===== src/rtl/ccc_pkg.sv =====
// ----------------------------------------------------------------------------
// ccc_pkg
// Shared types, codes and date helpers for the calendar clock counter.
// ----------------------------------------------------------------------------
package ccc_pkg;

  localparam logic [2:0] REQ_TICK      = 3'd0;
  localparam logic [2:0] REQ_LOAD_TIME = 3'd1;
  localparam logic [2:0] REQ_LOAD_DATE = 3'd2;
  localparam logic [2:0] REQ_STEP_DATE = 3'd3;
  localparam logic [2:0] REQ_SET_MODE  = 3'd4;

  localparam logic [1:0] MODE_UP   = 2'd0;
  localparam logic [1:0] MODE_HOLD = 2'd1;
  localparam logic [1:0] MODE_DOWN = 2'd2;

  localparam logic [1:0] FIELD_YEAR  = 2'd0;
  localparam logic [1:0] FIELD_MONTH = 2'd1;
  localparam logic [1:0] FIELD_DAY   = 2'd2;

  localparam logic [1:0] CFG_ALARM_EN  = 2'd0;
  localparam logic [1:0] CFG_ALARM_HR  = 2'd1;
  localparam logic [1:0] CFG_ALARM_MIN = 2'd2;
  localparam logic [1:0] CFG_ALARM_SEC = 2'd3;

  localparam logic [5:0] SEC_MAX   = 6'd59;
  localparam logic [5:0] MIN_MAX   = 6'd59;
  localparam logic [4:0] HOUR_MAX  = 5'd23;
  localparam logic [6:0] YEAR_MAX  = 7'd99;
  localparam logic [3:0] MONTH_MAX = 4'd12;

  typedef struct packed {
    logic [2:0] req_type;
    logic [4:0] hour_in;
    logic [5:0] minute_in;
    logic [5:0] second_in;
    logic [6:0] year_in;
    logic [3:0] month_in;
    logic [4:0] day_in;
    logic [1:0] date_field;
    logic       step_down;
    logic [1:0] mode_in;
  } in_item_t;

  typedef struct packed {
    logic [4:0] hour_out;
    logic [5:0] minute_out;
    logic [5:0] second_out;
    logic [6:0] year_out;
    logic [3:0] month_out;
    logic [4:0] day_out;
    logic       alarm_ring;
    logic       countdown_done;
    logic [1:0] mode_out;
  } out_item_t;

  typedef struct packed {
    logic [6:0] year;
    logic [3:0] month;
    logic [4:0] day;
  } date_t;

  function automatic logic [4:0] month_len(logic [3:0] m, logic [6:0] y);
    logic [4:0] len;
    case (m)
      4'd2: len = (y[1:0] == 2'b00) ? 5'd29 : 5'd28;
      4'd4, 4'd6, 4'd9, 4'd11: len = 5'd30;
      default: len = 5'd31;
    endcase
    return len;
  endfunction

  function automatic logic [6:0] year_up(logic [6:0] y);
    return (y >= YEAR_MAX) ? 7'd0 : y + 7'd1;
  endfunction

  function automatic logic [6:0] year_down(logic [6:0] y);
    return (y == 7'd0) ? YEAR_MAX : y - 7'd1;
  endfunction

  function automatic date_t month_up(date_t d);
    date_t r;
    r = d;
    if (d.month >= MONTH_MAX) begin
      r.month = 4'd1;
      r.year  = year_up(d.year);
    end else begin
      r.month = d.month + 4'd1;
    end
    return r;
  endfunction

  function automatic date_t month_down(date_t d);
    date_t r;
    r = d;
    if (d.month <= 4'd1) begin
      r.month = MONTH_MAX;
      r.year  = year_down(d.year);
    end else begin
      r.month = d.month - 4'd1;
    end
    return r;
  endfunction

  function automatic date_t day_up(date_t d);
    date_t r;
    r = d;
    if (d.day >= month_len(d.month, d.year)) begin
      r     = month_up(d);
      r.day = 5'd1;
    end else begin
      r.day = d.day + 5'd1;
    end
    return r;
  endfunction

  function automatic date_t day_down(date_t d);
    date_t r;
    r = d;
    if (d.day <= 5'd1) begin
      r     = month_down(d);
      r.day = month_len(r.month, r.year);
    end else begin
      r.day = d.day - 5'd1;
    end
    return r;
  endfunction

  function automatic date_t clamp_day(date_t d);
    date_t      r;
    logic [4:0] last;
    r    = d;
    last = month_len(d.month, d.year);
    if (r.day > last) r.day = last;
    if (r.day == 5'd0) r.day = 5'd1;
    return r;
  endfunction

endpackage


===== src/rtl/ccc_if.sv =====
// ----------------------------------------------------------------------------
// ccc_in_if / ccc_out_if
// Valid/ready channels carrying request and result beats.
// ----------------------------------------------------------------------------
interface ccc_in_if;
  logic               valid;
  logic               ready;
  ccc_pkg::in_item_t  item;
  modport source (output valid, output item, input ready);
  modport sink   (input valid, input item, output ready);
endinterface

interface ccc_out_if;
  logic               valid;
  logic               ready;
  ccc_pkg::out_item_t item;
  modport source (output valid, output item, input ready);
  modport sink   (input valid, input item, output ready);
endinterface


===== src/rtl/ccc_in_stage.sv =====
// ----------------------------------------------------------------------------
// ccc_in_stage
// Input register: captures one request beat, frees up when it moves on.
// ----------------------------------------------------------------------------
module ccc_in_stage (
  input  logic              clk,
  input  logic              rst_n,
  ccc_in_if.sink            in_ch,
  input  logic              load_ok,
  output logic              item_valid,
  output ccc_pkg::in_item_t item
);
  import ccc_pkg::*;

  logic     valid_r;
  in_item_t item_r;

  assign in_ch.ready = !valid_r || load_ok;
  assign item_valid  = valid_r;
  assign item        = item_r;

  always_ff @(posedge clk) begin
    if (!rst_n) begin
      valid_r <= 1'b0;
    end else if (in_ch.valid && in_ch.ready) begin
      valid_r <= 1'b1;
    end else if (load_ok) begin
      valid_r <= 1'b0;
    end
  end

  always_ff @(posedge clk) begin
    if (in_ch.valid && in_ch.ready) begin
      item_r <= in_ch.item;
    end
  end

endmodule


===== src/rtl/ccc_core.sv =====
// ----------------------------------------------------------------------------
// ccc_core
// Time, date, mode and alarm registers with the single-pass update logic.
// ----------------------------------------------------------------------------
module ccc_core (
  input  logic               clk,
  input  logic               rst_n,
  input  logic               fire,
  input  ccc_pkg::in_item_t  item,
  input  logic               cfg_we,
  input  logic [1:0]         cfg_idx,
  input  logic [5:0]         cfg_wdata,
  output ccc_pkg::out_item_t result
);
  import ccc_pkg::*;

  logic [4:0] hour_r, hour_nxt;
  logic [5:0] min_r, min_nxt;
  logic [5:0] sec_r, sec_nxt;
  date_t      date_r, date_nxt;
  logic [1:0] mode_r, mode_nxt;
  logic       ring, done;

  logic       alarm_en_r;
  logic [4:0] alarm_hr_r;
  logic [5:0] alarm_min_r;
  logic [5:0] alarm_sec_r;

  date_t      load_date;

  always_comb begin
    hour_nxt  = hour_r;
    min_nxt   = min_r;
    sec_nxt   = sec_r;
    date_nxt  = date_r;
    mode_nxt  = mode_r;
    ring      = 1'b0;
    done      = 1'b0;
    load_date.year  = (item.year_in > YEAR_MAX) ? YEAR_MAX : item.year_in;
    load_date.month = (item.month_in == 4'd0) ? 4'd1 :
                      ((item.month_in > MONTH_MAX) ? MONTH_MAX : item.month_in);
    load_date.day   = item.day_in;
    case (item.req_type)
      REQ_TICK: begin
        case (mode_r)
          MODE_UP: begin
            if (sec_r >= SEC_MAX) begin
              sec_nxt = 6'd0;
              if (min_r >= MIN_MAX) begin
                min_nxt = 6'd0;
                if (hour_r >= HOUR_MAX) begin
                  hour_nxt = 5'd0;
                  date_nxt = day_up(date_r);
                end else begin
                  hour_nxt = hour_r + 5'd1;
                end
              end else begin
                min_nxt = min_r + 6'd1;
              end
            end else begin
              sec_nxt = sec_r + 6'd1;
            end
            ring = alarm_en_r && (hour_nxt == alarm_hr_r) && (min_nxt == alarm_min_r)
                   && (sec_nxt == alarm_sec_r);
          end
          MODE_DOWN: begin
            // borrow through the time; an all-zero time stays put
            if ((hour_r != 5'd0) || (min_r != 6'd0) || (sec_r != 6'd0)) begin
              if (sec_r == 6'd0) begin
                sec_nxt = SEC_MAX;
                if (min_r == 6'd0) begin
                  min_nxt  = MIN_MAX;
                  hour_nxt = hour_r - 5'd1;
                end else begin
                  min_nxt = min_r - 6'd1;
                end
              end else begin
                sec_nxt = sec_r - 6'd1;
              end
            end
            if ((hour_nxt == 5'd0) && (min_nxt == 6'd0) && (sec_nxt == 6'd0)) begin
              done     = 1'b1;
              mode_nxt = MODE_HOLD;
            end
          end
          default: ;
        endcase
      end
      REQ_LOAD_TIME: begin
        hour_nxt = (item.hour_in > HOUR_MAX) ? HOUR_MAX : item.hour_in;
        min_nxt  = (item.minute_in > MIN_MAX) ? MIN_MAX : item.minute_in;
        sec_nxt  = (item.second_in > SEC_MAX) ? SEC_MAX : item.second_in;
      end
      REQ_LOAD_DATE: begin
        date_nxt = clamp_day(load_date);
      end
      REQ_STEP_DATE: begin
        case (item.date_field)
          FIELD_YEAR: begin
            date_nxt      = date_r;
            date_nxt.year = item.step_down ? year_down(date_r.year) : year_up(date_r.year);
            date_nxt      = clamp_day(date_nxt);
          end
          FIELD_MONTH: begin
            date_nxt = clamp_day(item.step_down ? month_down(date_r) : month_up(date_r));
          end
          FIELD_DAY: begin
            date_nxt = item.step_down ? day_down(date_r) : day_up(date_r);
          end
          default: ;
        endcase
      end
      REQ_SET_MODE: begin
        if ((item.mode_in == MODE_UP) || (item.mode_in == MODE_HOLD) ||
            (item.mode_in == MODE_DOWN)) begin
          mode_nxt = item.mode_in;
        end
      end
      default: ;
    endcase
  end

  always_comb begin
    result.hour_out       = hour_nxt;
    result.minute_out     = min_nxt;
    result.second_out     = sec_nxt;
    result.year_out       = date_nxt.year;
    result.month_out      = date_nxt.month;
    result.day_out        = date_nxt.day;
    result.alarm_ring     = ring;
    result.countdown_done = done;
    result.mode_out       = mode_nxt;
  end

  always_ff @(posedge clk) begin
    if (!rst_n) begin
      hour_r <= 5'd0;
      min_r  <= 6'd0;
      sec_r  <= 6'd0;
      date_r <= '{year: 7'd0, month: 4'd1, day: 5'd1};
      mode_r <= MODE_UP;
    end else if (fire) begin
      hour_r <= hour_nxt;
      min_r  <= min_nxt;
      sec_r  <= sec_nxt;
      date_r <= date_nxt;
      mode_r <= mode_nxt;
    end
  end

  always_ff @(posedge clk) begin
    if (!rst_n) begin
      alarm_en_r  <= 1'b0;
      alarm_hr_r  <= 5'd0;
      alarm_min_r <= 6'd0;
      alarm_sec_r <= 6'd0;
    end else if (cfg_we) begin
      case (cfg_idx)
        CFG_ALARM_EN:  alarm_en_r  <= cfg_wdata[0];
        CFG_ALARM_HR:  alarm_hr_r  <= cfg_wdata[4:0];
        CFG_ALARM_MIN: alarm_min_r <= cfg_wdata;
        CFG_ALARM_SEC: alarm_sec_r <= cfg_wdata;
        default: ;
      endcase
    end
  end

endmodule


===== src/rtl/ccc_out_stage.sv =====
// ----------------------------------------------------------------------------
// ccc_out_stage
// Result register: holds one result beat until the sink takes it.
// ----------------------------------------------------------------------------
module ccc_out_stage (
  input  logic               clk,
  input  logic               rst_n,
  input  logic               fire,
  input  ccc_pkg::out_item_t result,
  output logic               load_ok,
  ccc_out_if.source          out_ch
);
  import ccc_pkg::*;

  logic      valid_r;
  out_item_t item_r;

  assign load_ok      = !valid_r || out_ch.ready;
  assign out_ch.valid = valid_r;
  assign out_ch.item  = item_r;

  always_ff @(posedge clk) begin
    if (!rst_n) begin
      valid_r <= 1'b0;
    end else if (fire) begin
      valid_r <= 1'b1;
    end else if (out_ch.ready) begin
      valid_r <= 1'b0;
    end
  end

  always_ff @(posedge clk) begin
    if (fire) begin
      item_r <= result;
    end
  end

endmodule


===== src/rtl/calendar_clock_counter_top.sv =====
// A request beat passes through the input register, then the result register,
// before it shows up as a result beat. The stages take one beat per cycle while
// the sink keeps ready high, set by the single-pass update of the time/date registers.
// Reset (rst_n low, synchronous): 00:00:00 on year 0, month 1, day 1, count-up
// mode, alarm disabled and zeroed, both channel stages empty.
// ----------------------------------------------------------------------------
// calendar_clock_counter_top
// Real-time clock and calendar with daily alarm and count-down timer.
// ----------------------------------------------------------------------------
module calendar_clock_counter_top (
  input  logic       clk,
  input  logic       rst_n,
  ccc_in_if.sink     in_ch,
  ccc_out_if.source  out_ch,
  input  logic       cfg_we,
  input  logic [1:0] cfg_idx,
  input  logic [5:0] cfg_wdata
);
  import ccc_pkg::*;

  logic      item_valid;
  in_item_t  item;
  out_item_t result;
  logic      load_ok;
  logic      fire;

  // advance a beat from the input register into the result register
  assign fire = item_valid && load_ok;

  ccc_in_stage u_in_stage (
    .clk        (clk),
    .rst_n      (rst_n),
    .in_ch      (in_ch),
    .load_ok    (load_ok),
    .item_valid (item_valid),
    .item       (item)
  );

  ccc_core u_core (
    .clk       (clk),
    .rst_n     (rst_n),
    .fire      (fire),
    .item      (item),
    .cfg_we    (cfg_we),
    .cfg_idx   (cfg_idx),
    .cfg_wdata (cfg_wdata),
    .result    (result)
  );

  ccc_out_stage u_out_stage (
    .clk     (clk),
    .rst_n   (rst_n),
    .fire    (fire),
    .result  (result),
    .load_ok (load_ok),
    .out_ch  (out_ch)
  );

endmodule


===== src/flat_wrapper.sv =====
// flat-port wrapper written by rule: the top's interface ports become plain ports
module calendar_clock_counter_top_flat import ccc_pkg::*;
  (clk, rst_n, cfg_we, cfg_idx, cfg_wdata, in_ch_valid, in_ch_item, in_ch_ready, out_ch_valid, out_ch_item, out_ch_ready);
  ccc_in_if in_ch_i ();
  ccc_out_if out_ch_i ();
  input  logic clk;
  input  logic rst_n;
  input  logic cfg_we;
  input  logic [1:0] cfg_idx;
  input  logic [5:0] cfg_wdata;
  input wire logic [$bits(in_ch_i.valid)-1:0] in_ch_valid;
  input wire logic [$bits(in_ch_i.item)-1:0] in_ch_item;
  output wire logic [$bits(in_ch_i.ready)-1:0] in_ch_ready;
  output wire logic [$bits(out_ch_i.valid)-1:0] out_ch_valid;
  output wire logic [$bits(out_ch_i.item)-1:0] out_ch_item;
  input wire logic [$bits(out_ch_i.ready)-1:0] out_ch_ready;
  assign in_ch_i.valid = in_ch_valid;
  assign in_ch_i.item = in_ch_item;
  assign in_ch_ready = in_ch_i.ready;
  assign out_ch_valid = out_ch_i.valid;
  assign out_ch_item = out_ch_i.item;
  assign out_ch_i.ready = out_ch_ready;
  calendar_clock_counter_top u_core (.clk(clk), .rst_n(rst_n), .in_ch(in_ch_i), .out_ch(out_ch_i), .cfg_we(cfg_we), .cfg_idx(cfg_idx), .cfg_wdata(cfg_wdata));
endmodule

===== config.mk =====
export PLATFORM = sky130hd
export DESIGN_NAME = calendar_clock_counter_top_flat
export DESIGN_NICKNAME = d
export VERILOG_FILES = /design/src/rtl/ccc_pkg.sv /design/src/rtl/ccc_if.sv /design/src/rtl/ccc_in_stage.sv /design/src/rtl/ccc_core.sv /design/src/rtl/ccc_out_stage.sv /design/src/rtl/calendar_clock_counter_top.sv /design/src/flat_wrapper.sv
export SDC_FILE = /design/constraint.sdc
export NUM_CORES = 1
export LEC_CHECK = 0
export BUFFER_PORTS_ARGS = -buffer_cell sky130_fd_sc_hd__buf_2
export CAP_MARGIN = 5
export CORE_MARGIN = 2
export CORE_UTILIZATION = 65
export CTS_BUF_LIST = sky130_fd_sc_hd__clkbuf_16
export DETAILED_ROUTE_END_ITERATION = 10
export PLACE_DENSITY_LB_ADDON = 0.08
export REMOVE_ABC_BUFFERS = 1
export SETUP_SLACK_MARGIN = 0.1
export SYNTH_ARGS = -nofsm -noshare
export SYNTH_HDL_FRONTEND = slang
export SYNTH_HIERARCHICAL = 1
export SYNTH_SLANG_ARGS = --single-unit

===== constraint.sdc =====
create_clock -name clk -period 7.95 [get_ports clk]
set_input_delay 1.59 -clock clk [delete_from_list [all_inputs] [get_ports clk]]
set_output_delay 1.59 -clock clk [all_outputs]
set_load 0.01 [all_outputs]

==> results.json, run 1 <==
{
  "status": "complete, no violations",
  "ys_async_rst_share_pct": 0,
  "synth_cell_type_count": 85,
  "worstSetupPathType": "reg2reg",
  "hold_end": "u_core/u_out_stage/out_ch.valid",
  "synth_flop_cell": "sky130_fd_sc_hd__edfxtp_1",
  "portBuffers": 92,
  "powerDensity_nw_per_um2": 188,
  "critPathLaunchType": "flop",
  "synth_area_leader_cell": "sky130_fd_sc_hd__edfxtp_1",
  "ff_to_ff_start": "u_core/u_in_stage/item[2]",
  "report.final.setup_viol": 0,
  "period_minus_slack_ps": 4300,
  "p_leak_nw": 4.10,
  "grt_antenna_before_repair": 0,
  "worst_r2r_setup_slack_ps": 3650,
  "detailroute.via_count": 9845,
  "cts.repair_timing.setup_buffer_count": 0,
  "ios": 93,
  "hpwlAfterDp_mm": 21.5,
  "synth_enable_flop_cells": 78,
  "global_route_wire_length_before_repair_mm": 47.4,
  "fp-row-count": 44,
  "tritoncts.num_buffers": 17,
  "post_synth_instance_area_um2": 9550,
  "synthDominantCellAreaShare_pct": 24.5,
  "cells_after_synthesis": 1159,
  "synth-adder-area-share_pct": 3.01,
  "placement_stage_cell_area_um2": 9950,
  "ant_nets": 0,
  "chipWidth_um": 125,
  "via_count_of_the_first_global_routing_pass": 8704,
  "nNetsFinal": 1267,
  "cts_tree": "built",
  "place.gp.congestion": 1.03,
  "worst_path_required_time_ps": 8220,
  "crit_slowest_cell": "sky130_fd_sc_hd__edfxtp_1",
  "wirelength_mm": 30.9,
  "worst_clock_skew_ps": 10.1,
  "max_clock_freq_mhz": 233,
  "synthSimpleGateAreaFrac_pct": 22.3,
  "unrepaired_setup_endpoints_after_global_routing": "no",
  "hold_class": "reg2reg",
  "ys_ff_latch": 133,
  "final_max_slew_viol_count": 0,
  "final.setup.tns_ps": 0,
  "total_global_routing_overflow": 0,
  "core_area_um2": 14400,
  "grt_util_all_layers_pct": 38.3,
  "drcViolationCount": 0,
  "drive_gt1_share_pct": 14.0,
  "worst_ir_drop_vdd_v": 0.000191,
  "worstRegToRegCells": 13,
  "max_slew.worst_pin.slew_ps": 1190,
  "routed_wire_length_per_instance_um": 22.2,
  "synth.top_cells.by_count": "sky130_fd_sc_hd__nor2_1, sky130_fd_sc_hd__o21ai_0, sky130_fd_sc_hd__nand2_1",
  "yosysWarningCount": 6,
  "worst-endpoint-arrival_ps": 4560,
  "syn_to_final_growth_pct": 10.3,
  "post_synthesis_compound_gate_area_fraction_pct": 27.7,
  "synth_top_family_by_area": "compound AO/OA/AOI/OAI gates",
  "die_area_um2": 15700,
  "drt-pass1-iter-count": 6,
  "cts_htree_levels": 4,
  "synth.most_common_cell": "sky130_fd_sc_hd__nor2_1",
  "first_iter_violations": 1595,
  "setup.worst_path.end_class": "flop",
  "ys_top_cells_by_area": "sky130_fd_sc_hd__edfxtp_1, sky130_fd_sc_hd__dfxtp_1, sky130_fd_sc_hd__o21ai_0",
  "viasPerCell": 7.10,
  "cts-root-buf": "sky130_fd_sc_hd__clkbuf_16",
  "clockBufferDepth": 2,
  "timing.critical_path.buf_inv": 1,
  "worst_hold_path_depth": 2,
  "r2r_end": "u_core/u_out_stage/out_ch.item[5]",
  "synth_area_per_cell_um2": 8.24,
  "cp_max_fo": 43,
  "hold_start": "u_core/u_out_stage/out_ch.valid",
  "post_synth_xor_area_fraction_pct": 2.39,
  "post_synth_mux_area_share_pct": 3.39,
  "drv.max_cap_violation_count": 0,
  "critical_path_cell_count": 13,
  "worst_path_dominant_cell_family": "compound AO/OA/AOI/OAI gates",
  "final_hold_violation_count": 0,
  "synth-seq-area-share_pct": 36.1,
  "initial_core_util_pct": 66.2,
  "critical_path.cell_chain": "buf_4, nor2b_1, a21oi_1, o21ai_0, nand2b_1, nor3_1, ha_1, a211o_1, nor2_1, nor2_1, a211o_1, nand2_1, a21boi_0",
  "clkSlewWorstSetupHoldPaths_ps": 60,
  "post_cts_resized": 0,
  "layout_worst_path_cycle_share_pct": 54.1,
  "grt_max_degree": 44,
  "timing.slew.headroom_pct": 20.2,
  "height_of_the_chip_um": 125,
  "insertedDiodeCount": 0,
  "clock_sinks": 133,
  "final_design_area_no_fill_um2": 10500,
  "worst_skew_pair.late_latency_ps": 430,
  "cts-hold-fix-buffers": 0,
  "critical_path.max_stage_delay_ps": 910
}
## how the worst max path moves through the flow
stage / startpoint / slack (ps) / to
2_1_floorplan: out_ch_ready / 3460 / u_core/u_core/date_r[13]
3_3_place_gp: u_core/u_core/date_r[5] / 3900 / u_core/u_out_stage/out_ch.item[5]
3_5_place_dp: u_core/u_core/date_r[5] / 3760 / u_core/u_out_stage/out_ch.item[5]
4_1_cts: u_core/u_core/date_r[5] / 3770 / u_core/u_out_stage/out_ch.item[5]
5_1_grt: u_core/u_in_stage/item[2] / 3290 / u_core/u_out_stage/out_ch.item[5]
6_report: u_core/u_in_stage/item[2] / 3650 / u_core/u_out_stage/out_ch.item[5]
## flip-flops by register name, summed over array words and instances, names as in the netlist
| register | flops |
|---|---|
| u_core/u_core/sec_r | 6 |
| u_core/u_core/mode_r | 2 |
| u_core/u_core/min_r | 6 |
| u_core/u_out_stage/out_ch.valid | 1 |
| u_core/u_core/alarm_en_r | 1 |
| u_core/u_out_stage/out_ch.item | 37 |
| u_core/u_in_stage/item_valid | 1 |
| u_core/u_in_stage/item | 41 |
| u_core/u_core/date_r | 16 |
| u_core/u_core/alarm_hr_r | 5 |
| u_core/u_core/alarm_sec_r | 6 |
| u_core/u_core/alarm_min_r | 6 |
| u_core/u_core/hour_r | 5 |
## cells by family after synthesis
family,count (synthesis)
and+or+nand+nor,426
AOI/OAI and AO/OA,398
DFF,133
buffers and inverters,122
muxes,31
xor gates and xnor gates,26
adders and majority gates,23
## worst min-delay path: cells and delay by family, from the launching register on
kind | cells | cell delay [ps]
flip-flops | 1 | 330
AND/OR/NAND/NOR | 1 | 80
AO/OA/AOI/OAI | 1 | 50
## per-stage QoR
step	util, %	total power, mW	hold WS [ps]	worst slack, ps	instances
2_1_floorplan	-	1.06	460	3460	1067
3_3_place_gp	69.0	1.18	485	3900	1355
6_report	73.0	1.98	503	3650	1387
3_5_place_dp	69.0	1.19	494	3760	1355
4_1_cts	73.0	1.97	505	3770	1387
5_1_grt	73.0	2.05	526	3290	1387
## power by group
| group | total, mW | leakage, nW | switching, mW | internal [mW] |
|---|---|---|---|---|
| logic | 0.382 | 2.62 | 0.246 | 0.136 |
| clock network | 0.779 | 0.281 | 0.335 | 0.444 |
| registers | 0.817 | 1.20 | 0.0482 | 0.769 |
| total | 1.98 | 4.10 | 0.629 | 1.35 |
## area by class of cell
type / instances / area (um^2)
clock buffer: 17 / 425
tap: 184 / 230
multi-input combinational: 904 / 5610
sequential: 133 / 3440
fill: 1092 / 3890
clock inverter: 15 / 163
inverter: 30 / 113
timing repair buffer: 104 / 551
## cells in the final DEF, fill, tap and decap left out, types with 8 or more instances in the layout
cell type | netlist | routed
sky130_fd_sc_hd__inv_1 | 30 | 30
sky130_fd_sc_hd__nor2_1 | 116 | 116
sky130_fd_sc_hd__nand4_1 | 12 | 12
sky130_fd_sc_hd__a31oi_1 | 18 | 18
sky130_fd_sc_hd__o211ai_1 | 16 | 16
sky130_fd_sc_hd__a21oi_1 | 91 | 91
sky130_fd_sc_hd__mux2i_1 | 29 | 29
sky130_fd_sc_hd__a41oi_1 | 8 | 8
sky130_fd_sc_hd__dfxtp_1 | 55 | 55
sky130_fd_sc_hd__buf_4 | 2 | 12
sky130_fd_sc_hd__clkbuf_16 | 0 | 17
sky130_fd_sc_hd__a221oi_1 | 14 | 14
sky130_fd_sc_hd__xnor2_1 | 12 | 12
sky130_fd_sc_hd__xor2_1 | 14 | 14
sky130_fd_sc_hd__nor3_1 | 34 | 34
sky130_fd_sc_hd__o22ai_1 | 9 | 9
sky130_fd_sc_hd__nor4_1 | 14 | 14
sky130_fd_sc_hd__nor2b_1 | 10 | 10
sky130_fd_sc_hd__a211oi_1 | 12 | 12
sky130_fd_sc_hd__a211o_1 | 10 | 10
sky130_fd_sc_hd__o31ai_1 | 12 | 12
sky130_fd_sc_hd__a21boi_0 | 9 | 9
sky130_fd_sc_hd__nand2_1 | 105 | 105
sky130_fd_sc_hd__nand3b_1 | 8 | 8
sky130_fd_sc_hd__o21ai_0 | 110 | 110
sky130_fd_sc_hd__nand3_1 | 40 | 40
sky130_fd_sc_hd__and3_1 | 16 | 16
sky130_fd_sc_hd__ha_1 | 23 | 23
sky130_fd_sc_hd__nand2b_1 | 15 | 15
sky130_fd_sc_hd__o311ai_0 | 11 | 11
sky130_fd_sc_hd__buf_2 | 10 | 92
sky130_fd_sc_hd__edfxtp_1 | 78 | 78
sky130_fd_sc_hd__and2_1 | 14 | 13
## routing by layer
metal	vias to the layer above	global-route usage (%)	part of all wire (%)
li1	4420	-	-
met1	4564	56.6	41
met2	777	52.2	41
met3	84	13.6	15
met4	0	12.4	2.3
met5	-	0	0
Note: power is estimated with default switching activity, not from simulation.
==> inputs of run 2 (changes only) <==
--- a/config.mk
+++ b/config.mk
@@ -8,7 +8,7 @@
 export BUFFER_PORTS_ARGS = -buffer_cell sky130_fd_sc_hd__buf_2
 export CAP_MARGIN = 5
 export CORE_MARGIN = 2
-export CORE_UTILIZATION = 65
+export CORE_UTILIZATION = 61
 export CTS_BUF_LIST = sky130_fd_sc_hd__clkbuf_16
 export DETAILED_ROUTE_END_ITERATION = 10
 export PLACE_DENSITY_LB_ADDON = 0.08
==> constraint.sdc (replaced) <==
create_clock -name clk -period 4.3 [get_ports clk]
set_input_delay 0.86 -clock clk [delete_from_list [all_inputs] [get_ports clk]]
set_output_delay 0.86 -clock clk [all_outputs]
set_load 0.01 [all_outputs]
==> run 2 against run 1 <==
Compared with the run above:
- worst setup slack lost 3300 ps
- clock skew grew 1.0 ps
- first-iteration DRC count rose by 18%
- power is 81% higher
- die area is 6.3% higher
- sequential share of layout area is 0.63 points lower
- cell count rose by 4.0%
- core utilization shrank 2.6 points
- clock power grew 73%
- non-clock buffer count grew 29
- critical path type unchanged
- critical endpoint unchanged
- highest routed layer unchanged
==> results.json, run 2 (same netlist as run 1, synthesis figures left out) <==
{
  "total_global_routing_overflow": 0,
  "chipWidth_um": 129,
  "critPathLaunchType": "flop",
  "worst-endpoint-arrival_ps": 4260,
  "clock_sinks": 133,
  "instances_no_fill": 1443,
  "ant_nets": 0,
  "timing.slew.headroom_pct": 19.7,
  "hold_start": "u_core/u_out_stage/out_ch.valid",
  "insertedDiodeCount": 0,
  "cts.repair_timing.setup_buffer_count": 0,
  "portBuffers": 92,
  "final.setup.tns_ps": 0,
  "worst_ir_drop_vdd_v": 0.000393,
  "wirelength_mm": 31.8,
  "setup.worst_path.end_class": "flop",
  "worst_path_required_time_ps": 4560,
  "routed_wire_length_per_instance_um": 22.0,
  "max_clock_freq_mhz": 250,
  "first_iter_violations": 1890,
  "drv.max_cap_violation_count": 0,
  "global_route_wire_length_before_repair_mm": 48.4,
  "ff_to_ff_start": "u_core/u_core/date_r[9]",
  "fin_hold_ws_ps": 497,
  "viasPerCell": 6.92,
  "worst_clock_skew_ps": 11.1,
  "worstSetupPathType": "reg2reg",
  "hpwlAfterDp_mm": 22.1,
  "setup_slack_ps": 303,
  "clockBufferDepth": 2,
  "final_hold_violation_count": 0,
  "status": "complete, no violations",
  "tritoncts.num_buffers": 17,
  "unrepaired_setup_endpoints_after_global_routing": "no",
  "fp-row-count": 45,
  "cts-hold-fix-buffers": 0,
  "max_slew.worst_pin.slew_ps": 1200,
  "height_of_the_chip_um": 129,
  "report.final.setup_viol": 0,
  "drcViolationCount": 0,
  "clkSlewWorstSetupHoldPaths_ps": 60,
  "period_minus_slack_ps": 4000,
  "mostFrequentLayoutCell": "sky130_fd_sc_hd__nor2_1",
  "preCtsSetupSlack_ps": 284,
  "core_area_um2": 15300,
  "cts_htree_levels": 4,
  "powerDensity_nw_per_um2": 334,
  "grt_util_all_layers_pct": 38.0,
  "grt_max_degree": 44,
  "syn_to_final_growth_pct": 12.5,
  "detailroute.via_count": 9981,
  "final_design_area_no_fill_um2": 10700,
  "via_count_of_the_first_global_routing_pass": 8570,
  "drt-pass1-iter-count": 6,
  "layout_worst_path_cycle_share_pct": 92.9,
  "final_cell_mix": "sky130_fd_sc_hd__nor2_1, sky130_fd_sc_hd__o21ai_0, sky130_fd_sc_hd__nand2_1",
  "nNetsFinal": 1296,
  "drive_gt1_share_pct": 16.1,
  "final_max_slew_viol_count": 0,
  "largest_register_ffs": 41,
  "cp_max_fo": 6,
  "grt_antenna_before_repair": 0,
  "cts_tree": "built",
  "worst_skew_pair.late_latency_ps": 430,
  "initial_core_util_pct": 62.6,
  "placement_stage_cell_area_um2": 10200,
  "ios": 93,
  "place.gp.congestion": 1.04,
  "p_leak_nw": 4.23,
  "die_area_um2": 16700,
  "hold_class": "reg2reg",
  "placed_cells_incl_taps": 1411,
  "cts-root-buf": "sky130_fd_sc_hd__clkbuf_16",
  "critPathLaunch": "u_core/u_core/date_r[9]"
}
## run 2: power by group
part | internal, mW | total, mW | switching [mW] | leakage [nW]
logic | 0.269 | 0.736 | 0.467 | 2.77
registers | 1.42 | 1.50 | 0.0759 | 1.20
clock network | 0.749 | 1.35 | 0.603 | 0.266
total | 2.44 | 3.59 | 1.15 | 4.23
## run 2: area by class of cell
cell class / count / area, um^2
timing repair buffer: 133 / 768
fill: 1210 / 4510
clock buffer: 17 / 425
inverter: 30 / 113
sequential: 133 / 3440
clock inverter: 15 / 120
multi-input combinational: 904 / 5610
tap: 211 / 264
## run 2: through the flow
step	total power [mW]	util, %
floorplan	1.96	-
CTS	3.57	70.4
finish	3.59	70.4
global route	3.72	70.4
global placement	2.22	66.8
detailed placement	2.22	66.8
## run 2: timing repair
action / in CTS / in global routing
gates resized for setup: 0 / 1
endpoints found under the setup margin: 0 / 1
endpoints found under the hold margin: 0 / 0
## run 2: layer usage
layer	wire length (um)	share of wire [%]	global-route usage, %	vias up
met1	13200	42	57.9	4598
met5	0	0	0	-
met2	13200	41	52.9	811
li1	-	-	-	4485
met3	4720	15	10.7	87
met4	675	2.1	9.65	0
## run 2: critical path, cell delays in order, from the launching register on
cell                       delay [ps]
sky130_fd_sc_hd__dfxtp_1          310
sky130_fd_sc_hd__inv_1            160
sky130_fd_sc_hd__ha_1             340
sky130_fd_sc_hd__or3b_4           440
sky130_fd_sc_hd__nor2_2           310
sky130_fd_sc_hd__nor2_1           110
sky130_fd_sc_hd__mux4_2           490
sky130_fd_sc_hd__a211oi_2         230
sky130_fd_sc_hd__nor3_1            80
sky130_fd_sc_hd__ha_1             270
sky130_fd_sc_hd__a211o_1          290
sky130_fd_sc_hd__nor2_1           160
sky130_fd_sc_hd__nor2_1            70
sky130_fd_sc_hd__a211o_1          280
sky130_fd_sc_hd__nand2_1           80
sky130_fd_sc_hd__a21boi_0         190
## run 2: path summary, 6_finish.rpt
path                                                     endpoint  slack, ps  depth (start not counted)
worst max register to register  u_core/u_out_stage/out_ch.item[5]        300                         15
worst max-delay path            u_core/u_out_stage/out_ch.item[5]        300                         15
worst min-delay path              u_core/u_out_stage/out_ch.valid        500                          2
worst min register to register    u_core/u_out_stage/out_ch.valid        500                          2
==> inputs of run 3 (changes only) <==
--- a/config.mk
+++ b/config.mk
@@ -8,7 +8,7 @@
 export BUFFER_PORTS_ARGS = -buffer_cell sky130_fd_sc_hd__buf_2
 export CAP_MARGIN = 5
 export CORE_MARGIN = 2
-export CORE_UTILIZATION = 61
+export CORE_UTILIZATION = 65
 export CTS_BUF_LIST = sky130_fd_sc_hd__clkbuf_16
 export DETAILED_ROUTE_END_ITERATION = 10
 export PLACE_DENSITY_LB_ADDON = 0.08
==> constraint.sdc (replaced) <==
create_clock -name clk -period 5.2 [get_ports clk]
set_input_delay 1.04 -clock clk [delete_from_list [all_inputs] [get_ports clk]]
set_output_delay 1.04 -clock clk [all_outputs]
set_load 0.02 [all_outputs]
==> run 3 against run 2 <==
Compared with the run above:
- routed wire length decreased by 1.5%
- largest power group unchanged
- core utilization increased by 2.6 points
- critical endpoint unchanged
- largest cell class unchanged
- clock power decreased by 13%
- hold slack improved by 8.1 ps
==> results.json, run 3 (same netlist as run 1, synthesis figures left out) <==
{
  "final.setup.tns_ps": 0,
  "clock_sinks": 133,
  "viasPerCell": 7.18,
  "hpwlAfterDp_mm": 21.8,
  "wirelength_mm": 31.3,
  "height_of_the_chip_um": 125,
  "insertedDiodeCount": 0,
  "worst-endpoint-arrival_ps": 4540,
  "final_max_slew_viol_count": 0,
  "worst_ir_drop_vdd_v": 0.000307,
  "drive_gt1_share_pct": 14.1,
  "nNetsFinal": 1269,
  "grt_util_all_layers_pct": 39.3,
  "fill_cell_count": 1088,
  "critPathLaunchType": "flop",
  "worst_clock_skew_ps": 11.1,
  "final_hold_violation_count": 0,
  "worstRegToRegCells": 15,
  "cts-root-buf": "sky130_fd_sc_hd__clkbuf_16",
  "worst_skew_pair.late_latency_ps": 430,
  "fp-row-count": 44,
  "first_iter_violations": 1645,
  "detailroute.via_count": 9971,
  "total_global_routing_overflow": 0,
  "clockBufferDepth": 2,
  "timing.slew.headroom_pct": 20.0,
  "hold_class": "reg2reg",
  "setup_slack_ps": 929,
  "final_cell_mix": "sky130_fd_sc_hd__nor2_1, sky130_fd_sc_hd__o21ai_0, sky130_fd_sc_hd__nand2_1",
  "clkSlewWorstSetupHoldPaths_ps": 70,
  "preCtsSetupSlack_ps": 1080,
  "p_leak_nw": 4.11,
  "cts.repair_timing.setup_buffer_count": 0,
  "grt_antenna_before_repair": 0,
  "cp_max_fo": 14,
  "cts_tree": "built",
  "ios": 93,
  "max_clock_freq_mhz": 234,
  "ant_nets": 0,
  "grt_max_degree": 60,
  "period_minus_slack_ps": 4270,
  "worst_path_required_time_ps": 5470,
  "powerDensity_nw_per_um2": 286,
  "global_route_wire_length_before_repair_mm": 49.0,
  "chipWidth_um": 125,
  "portBuffers": 92,
  "status": "complete, no violations",
  "setup.worst_path.end_class": "flop",
  "drv.max_cap_violation_count": 0,
  "initial_core_util_pct": 66.2,
  "unrepaired_setup_endpoints_after_global_routing": "no",
  "cts_htree_levels": 4,
  "drt-pass1-iter-count": 6,
  "routed_wire_length_per_instance_um": 22.6,
  "worst_hold_path_depth": 2,
  "place.gp.congestion": 0.980,
  "largest_register_ffs": 41,
  "tritoncts.num_buffers": 17,
  "syn_to_final_growth_pct": 10.3,
  "max_slew.worst_pin.slew_ps": 1200,
  "worstSetupPathType": "reg2reg",
  "cts-hold-fix-buffers": 0,
  "report.final.setup_viol": 0,
  "mostFrequentLayoutCell": "sky130_fd_sc_hd__nor2_1",
  "via_count_of_the_first_global_routing_pass": 8848,
  "die_area_um2": 15700,
  "core_area_um2": 14400,
  "drcViolationCount": 0,
  "layout_worst_path_cycle_share_pct": 82.1,
  "post_cts_resized": 0
}
-- run 3: changes by cell type in the layout (fill, tap and decap cells not counted) --
cell and change:
sky130_fd_sc_hd__clkinvlp_4 -1, sky130_fd_sc_hd__inv_6 -3, sky130_fd_sc_hd__buf_4 -27, sky130_fd_sc_hd__clkinv_4 +1, sky130_fd_sc_hd__dfxtp_2 -1, sky130_fd_sc_hd__dfxtp_1 +1
sky130_fd_sc_hd__bufinv_16 +1, sky130_fd_sc_hd__inv_8 +2
-- run 3: report_power, final --
| group | total (mW) | switching [mW] | internal (mW) |
|---|---|---|---|
| combinational | 0.594 | 0.385 | 0.210 |
| clock | 1.17 | 0.498 | 0.670 |
| sequential | 1.25 | 0.0739 | 1.18 |
| total | 3.01 | 0.957 | 2.06 |
-- run 3: area by class of cell --
class | instances | area [um^2] | area share [%]
Clock buffer | 17 | 425 | 4.04
Clock inverter | 15 | 148 | 1.40
Inverter | 30 | 113 | 1.07
Multi-Input combinational cell | 904 | 5610 | 53.3
Sequential cell | 133 | 3440 | 32.7
Tap cell | 184 | 230 | 2.19
Timing Repair Buffer | 106 | 566 | 5.37
-- run 3: final timing paths --
path / from / end / slack, ps
setup / recovery: u_core/u_core/date_r[5] / u_core/u_out_stage/out_ch.item[5] / 930
hold / removal: u_core/u_out_stage/out_ch.valid / u_core/u_out_stage/out_ch.valid / 510
setup reg to reg: u_core/u_core/date_r[5] / u_core/u_out_stage/out_ch.item[5] / 930
hold reg to reg: u_core/u_out_stage/out_ch.valid / u_core/u_out_stage/out_ch.valid / 510
-- run 3: metal layers --
metal	vias up	GRT usage (%)	wire, um
li1	4431	-	-
met1	4671	58.3	12800
met5	-	0	0
met2	800	55.5	13000
met3	69	12.7	4890
met4	0	10.5	608
-- run 3: worst max-delay path, cell delays in order (launching register included) --
cell	delay (ps)
sky130_fd_sc_hd__dfxtp_1	600
sky130_fd_sc_hd__inv_1	240
sky130_fd_sc_hd__ha_1	320
sky130_fd_sc_hd__or2_2	420
sky130_fd_sc_hd__nand2_1	250
sky130_fd_sc_hd__nor2_1	90
sky130_fd_sc_hd__mux4_2	490
sky130_fd_sc_hd__a211oi_2	240
sky130_fd_sc_hd__nor3_1	100
sky130_fd_sc_hd__ha_1	280
sky130_fd_sc_hd__a211o_1	280
sky130_fd_sc_hd__nor2_1	130
sky130_fd_sc_hd__nor2_1	50
sky130_fd_sc_hd__a211o_1	300
sky130_fd_sc_hd__nand2_1	110
sky130_fd_sc_hd__a21boi_0	210
-- run 3: stage by stage --
| stage | instance area [um^2] | hold WS [ps] | total power [mW] | utilization (%) | instances |
|---|---|---|---|---|---|
| 3_5_place_dp | 9960 | 499 | 1.83 | 69.1 | 1357 |
| 3_3_place_gp | 9960 | 484 | 1.82 | 69.1 | 1357 |
| 2_1_floorplan | 9170 | 460 | 1.64 | - | 1067 |
| 6_report | 10500 | 505 | 3.01 | 73.0 | 1389 |
| 5_1_grt | 10500 | 530 | 3.11 | 73.0 | 1389 |
| 4_1_cts | 10500 | 507 | 2.99 | 73.0 | 1389 |
